`config.mk`:
```
export PLATFORM = sky130hd
export DESIGN_NAME = npc_cell
export DESIGN_NICKNAME = d
export VERILOG_FILES = /design/src/rtl/core/npc_pkg.sv /design/src/rtl/core/npc_cell.sv
export SDC_FILE = /design/constraint.sdc
export NUM_CORES = 1
export LEC_CHECK = 0
export CORE_UTILIZATION = 45
export CTS_CLUSTER_SIZE = 25
export DETAILED_ROUTE_END_ITERATION = 6
export DONT_BUFFER_PORTS = 1
export PLACE_DENSITY = 0.65
export SLEW_MARGIN = 30
export SYNTH_ARGS = -nofsm -noshare
export SYNTH_HDL_FRONTEND = slang
export SYNTH_SLANG_ARGS = --single-unit
```
`constraint.sdc`:
```
create_clock -name aclk -period 17.05 [get_ports aclk]
set_clock_uncertainty 0.05 [all_clocks]
set_input_delay 1.705 -clock aclk [delete_from_list [all_inputs] [get_ports aclk]]
set_output_delay 1.705 -clock aclk [all_outputs]
set_load 0.005 [all_outputs]
```
`src/rtl/core/npc_pkg.sv`:
```
// Shared types, constants and distance function for the nearest palette color search.
`default_nettype none
package npc_pkg;

    localparam int PALETTE_DEPTH_DEFAULT = 256;
    localparam int MAX_INDEXES = 256;
    localparam int DIST_WIDTH = 18;
    localparam logic [8:0] SIZE_RESET = 9'd2;
    localparam logic [DIST_WIDTH-1:0] DIST_MAX = '1;

    typedef enum logic {
        OP_LOAD     = 1'b0,
        OP_QUANTIZE = 1'b1
    } opcode_t;

    typedef struct packed {
        logic [7:0] red;
        logic [7:0] green;
        logic [7:0] blue;
    } color_t;

    localparam color_t COLOR_BLACK = '{red: 8'd0, green: 8'd0, blue: 8'd0};
    localparam color_t COLOR_WHITE = '{red: 8'hFF, green: 8'hFF, blue: 8'hFF};

    typedef struct packed {
        logic                  valid;
        opcode_t               opcode;
        logic [7:0]            entry_index;
        color_t                pixel;
        logic [7:0]            best_index;
        color_t                best_color;
        logic [DIST_WIDTH-1:0] best_dist;
    } item_t;

    function automatic logic [15:0] sq_diff(input logic [7:0] a, input logic [7:0] b);
        logic [7:0] d;
        d = (a > b) ? (a - b) : (b - a);
        return {8'd0, d} * {8'd0, d};
    endfunction

    function automatic logic [DIST_WIDTH-1:0] color_dist(input color_t a, input color_t b);
        return DIST_WIDTH'(sq_diff(a.red, b.red)) + DIST_WIDTH'(sq_diff(a.green, b.green))
            + DIST_WIDTH'(sq_diff(a.blue, b.blue));
    endfunction

endpackage
`default_nettype wire

```
`src/rtl/core/npc_cell.sv`:
```
// One palette entry of the search chain: distance stage followed by compare stage.
`default_nettype none
module npc_cell #(
    parameter int CELL_INDEX = 0
) (
    input  wire logic           aclk,
    input  wire logic           aresetn,
    input  wire logic           advance,
    input  wire logic           active,
    input  wire npc_pkg::item_t item_in,
    output npc_pkg::item_t      item_out
);

    localparam logic [7:0] MY_INDEX = 8'(CELL_INDEX);
    localparam npc_pkg::color_t ENTRY_RESET =
        (CELL_INDEX == 1) ? npc_pkg::COLOR_WHITE : npc_pkg::COLOR_BLACK;

    npc_pkg::color_t                   entry_reg;
    npc_pkg::item_t                    mid_reg;
    npc_pkg::color_t                   mid_color_reg;
    logic [npc_pkg::DIST_WIDTH-1:0]    mid_dist_reg;
    npc_pkg::item_t                    out_reg;
    npc_pkg::item_t                    out_next;

    always_ff @(posedge aclk) begin
        if (!aresetn) begin
            entry_reg <= ENTRY_RESET;
            mid_reg   <= '0;
        end else if (advance) begin
            if (item_in.valid && item_in.opcode == npc_pkg::OP_LOAD &&
                item_in.entry_index == MY_INDEX) begin
                entry_reg <= item_in.pixel;
            end
            mid_reg <= item_in;
        end
    end

    always_ff @(posedge aclk) begin
        if (advance) begin
            mid_color_reg <= entry_reg;
            mid_dist_reg  <= npc_pkg::color_dist(item_in.pixel, entry_reg);
        end
    end

    always_comb begin
        out_next = mid_reg;
        if (mid_reg.valid && mid_reg.opcode == npc_pkg::OP_QUANTIZE && active &&
            mid_dist_reg < mid_reg.best_dist) begin
            out_next.best_dist  = mid_dist_reg;
            out_next.best_index = MY_INDEX;
            out_next.best_color = mid_color_reg;
        end
    end

    always_ff @(posedge aclk) begin
        if (!aresetn) begin
            out_reg <= '0;
        end else if (advance) begin
            out_reg <= out_next;
        end
    end

    assign item_out = out_reg;

endmodule
`default_nettype wire

```
==> flow_summary.yaml <==
outcome:
  outcome: "complete, no violations"
placed_design:
  io_buffer_count: 0
  post-place-ws_ns: 6.19
  dp.final_hpwl_um: 28800
  dpl-instance-area_sq_um: 16900
  finalWeightedCongestion: 0.875
drt:
  vias_per_cell: 5.10
  avgRoutedWirePerCell_um: 17.3
  ant_nets: 0
  vias: 10900
  drt_iter0_markers: 603
  drcViolationCount: 0
  dr.pass1.iters: 5
  drt-total-wl_um: 37000
worst_setup_path:
  cp.arrival_ns: 10.33
  path_common_cell: "fa_1"
  startpoint: "item_in[66]"
  rr_endpoint: "mid_dist_reg[17]$_DFFE_PP_"
  crit_path_start_kind: "input pin"
  r2r_start: "entry_reg[16]$_SDFFE_PN0P_"
  max_stage_delay_ns: 0.77
  worstPathRequired_ns: 17.29
  crit_type: "in2reg"
  r2r_slack_ns: 7.76
  reg2reg_depth: 27
  cp-end-kind: "flop"
  crit_slowest_cell: "xnor2_1"
  crit_path_max_fanout: 9
timing:
  rsz0062_at_grt: "false"
  hold_ws_ns: 0.421
  finalSetupTns_ns: 0
  slew_viol_final: 0
  period_needed_ns: 10.10
  setup_viol: 0
  min_period_over_period: 0.592
  relSlewSlack: 0.326
  timing.final.hold_violations: 0
  fin_ws_ns: 6.95
  fmax_mhz: 99.1
  worst_slew_pin_slew_ns: 1.00
cts:
  cts-root-buf: "clkbuf_16"
  cts-buffers-inserted: 26
  cts-htree-levels: 1
  clock_path_buffers: 3
  ctsHoldBuffers: 0
  clock_latency_ns: 0.56
  post_cts_resized: 0
  cts_sinks: 234
  postCtsSetupBuffers: 0
  clk_pin_slew_ns: 0.06
  cts_tree: "done"
worst_hold_path:
  min_to: "mid_color_reg[7]$_DFFE_PP_"
  hold_class: "reg2reg"
  holdPathStages: 0
  holdCritStartpoint: "entry_reg[7]$_SDFFE_PN0P_"
floorplan:
  die_h_um: 194
  num_rows: 69
  start_util: 0.462
  core_sq_um: 35900
  ioPinCount: 172
  die_area_sq_um: 37600
  dieWidth_um: 194
final_layout:
  fin_area_sq_um: 17900
  drive_gt1_frac: 0.0481
  fin_nets: 2028
  area_growth_pct: 7.75
  antenna_cells: 0
logic_synthesis:
  syn_area_sq_um: 16600
  yosysMostFrequentCell: "inv_1"
  synth_area_leaders: "dfxtp_1 23%, fa_1 17%, mux2i_1 11%"
  synth-seq-cells: 234
  ys_types: 68
  synth_edf_count: 42
  synth_common_cells: "292 x inv_1, 192 x dfxtp_1, 178 x mux2i_1, 139 x ha_1, 138 x fa_1"
  ys.flop_type: "dfxtp_1"
  synth-seq-area-share: 0.308
  yosysWarnings: 0
  synth-async-reset-ratio: 0
  synth_cells: 1699
  yosysTopAreaCell: "dfxtp_1"
  synth_area_per_cell_sq_um: 9.76
  syn_nets: 2064
  synth_top_area_frac: 0.232
global_routing:
  grt_pass1_vias: 11300
  antenna_found_initial: 1
  grt_first_pass_wirelength_um: 60700
  grt_max_degree: 262
  gr-total-overflow: 0
  grt_usage: 0.201
job:
  cap_viol_max_count: 0
==> worst max-delay path, delay by kind of cell <==
family / cells / cell delay (ns)
and+or+nand+nor: 2 / 0.37
AOI/OAI and AO/OA: 10 / 2.74
buffers and inverters: 3 / 0.16
muxes: 1 / 0.15
xor gates and xnor gates: 2 / 0.86
adders and majority gates: 10 / 4.37
==> stage by stage <==
step	cells	util
floorplan	1699	-
global placement	2096	0.471
detailed placement	2096	0.472
CTS	2144	0.497
global route	2144	0.497
finish	2144	0.497
==> worst max path at each step <==
stage / depth (start not counted) / end
2_1_floorplan: 28 / mid_dist_reg[17]$_DFFE_PP_
3_3_place_gp: 30 / mid_dist_reg[17]$_DFFE_PP_
3_5_place_dp: 30 / mid_dist_reg[17]$_DFFE_PP_
4_1_cts: 30 / mid_dist_reg[17]$_DFFE_PP_
5_1_grt: 30 / mid_dist_reg[17]$_DFFE_PP_
6_report: 28 / mid_dist_reg[17]$_DFFE_PP_
==> metal layers <==
metal  share of wire  vias to the layer above  global-route usage
met5               0                        -                   0
met2            0.45                      195               0.327
li1                -                     5430                   -
met4           0.019                        0              0.0485
met3           0.053                       45              0.0393
met1            0.48                     5269               0.276
==> cell usage in the layout, fill, tap and decap left out, drive strengths merged, types with 10 or more instances in the layout <==
| master | synthesis | final |
|---|---|---|
| nand3 | 17 | 17 |
| clkbuf | 49 | 33 |
| fa | 138 | 138 |
| inv | 294 | 296 |
| xnor2 | 27 | 27 |
| o21ai | 78 | 78 |
| nand2 | 53 | 53 |
| ha | 139 | 139 |
| nand2b | 17 | 17 |
| nor2b | 126 | 126 |
| a21o | 20 | 20 |
| clkinv | 0 | 10 |
| dfxtp | 192 | 192 |
| and2 | 33 | 33 |
| a21oi | 75 | 75 |
| mux2i | 178 | 178 |
| edfxtp | 42 | 42 |
| nor3 | 12 | 12 |
| nor2 | 80 | 80 |
==> logic make-up after synthesis <==
group / share of synthesized area
buffers and inverters: 0.0843
XOR/XNOR: 0.0199
multiplexers: 0.110
adder cells (fa/ha/maj): 0.272
AO/OA/AOI/OAI: 0.0882
AND/OR/NAND/NOR: 0.118
flip-flops: 0.308
==> layout make-up <==
cell class / count / area, sq um
flip-flops and latches: 234 / 5100
inverters: 294 / 1100
clock buffers: 33 / 727
multi-input cells: 1099 / 10100
repair buffers: 8 / 60.1
well taps: 461 / 577
clock inverters: 15 / 191
fillers: 3296 / 18100
Power is not shown: default switching activity piles up to over one toggle a cycle in this logic, so the estimate is an artifact.
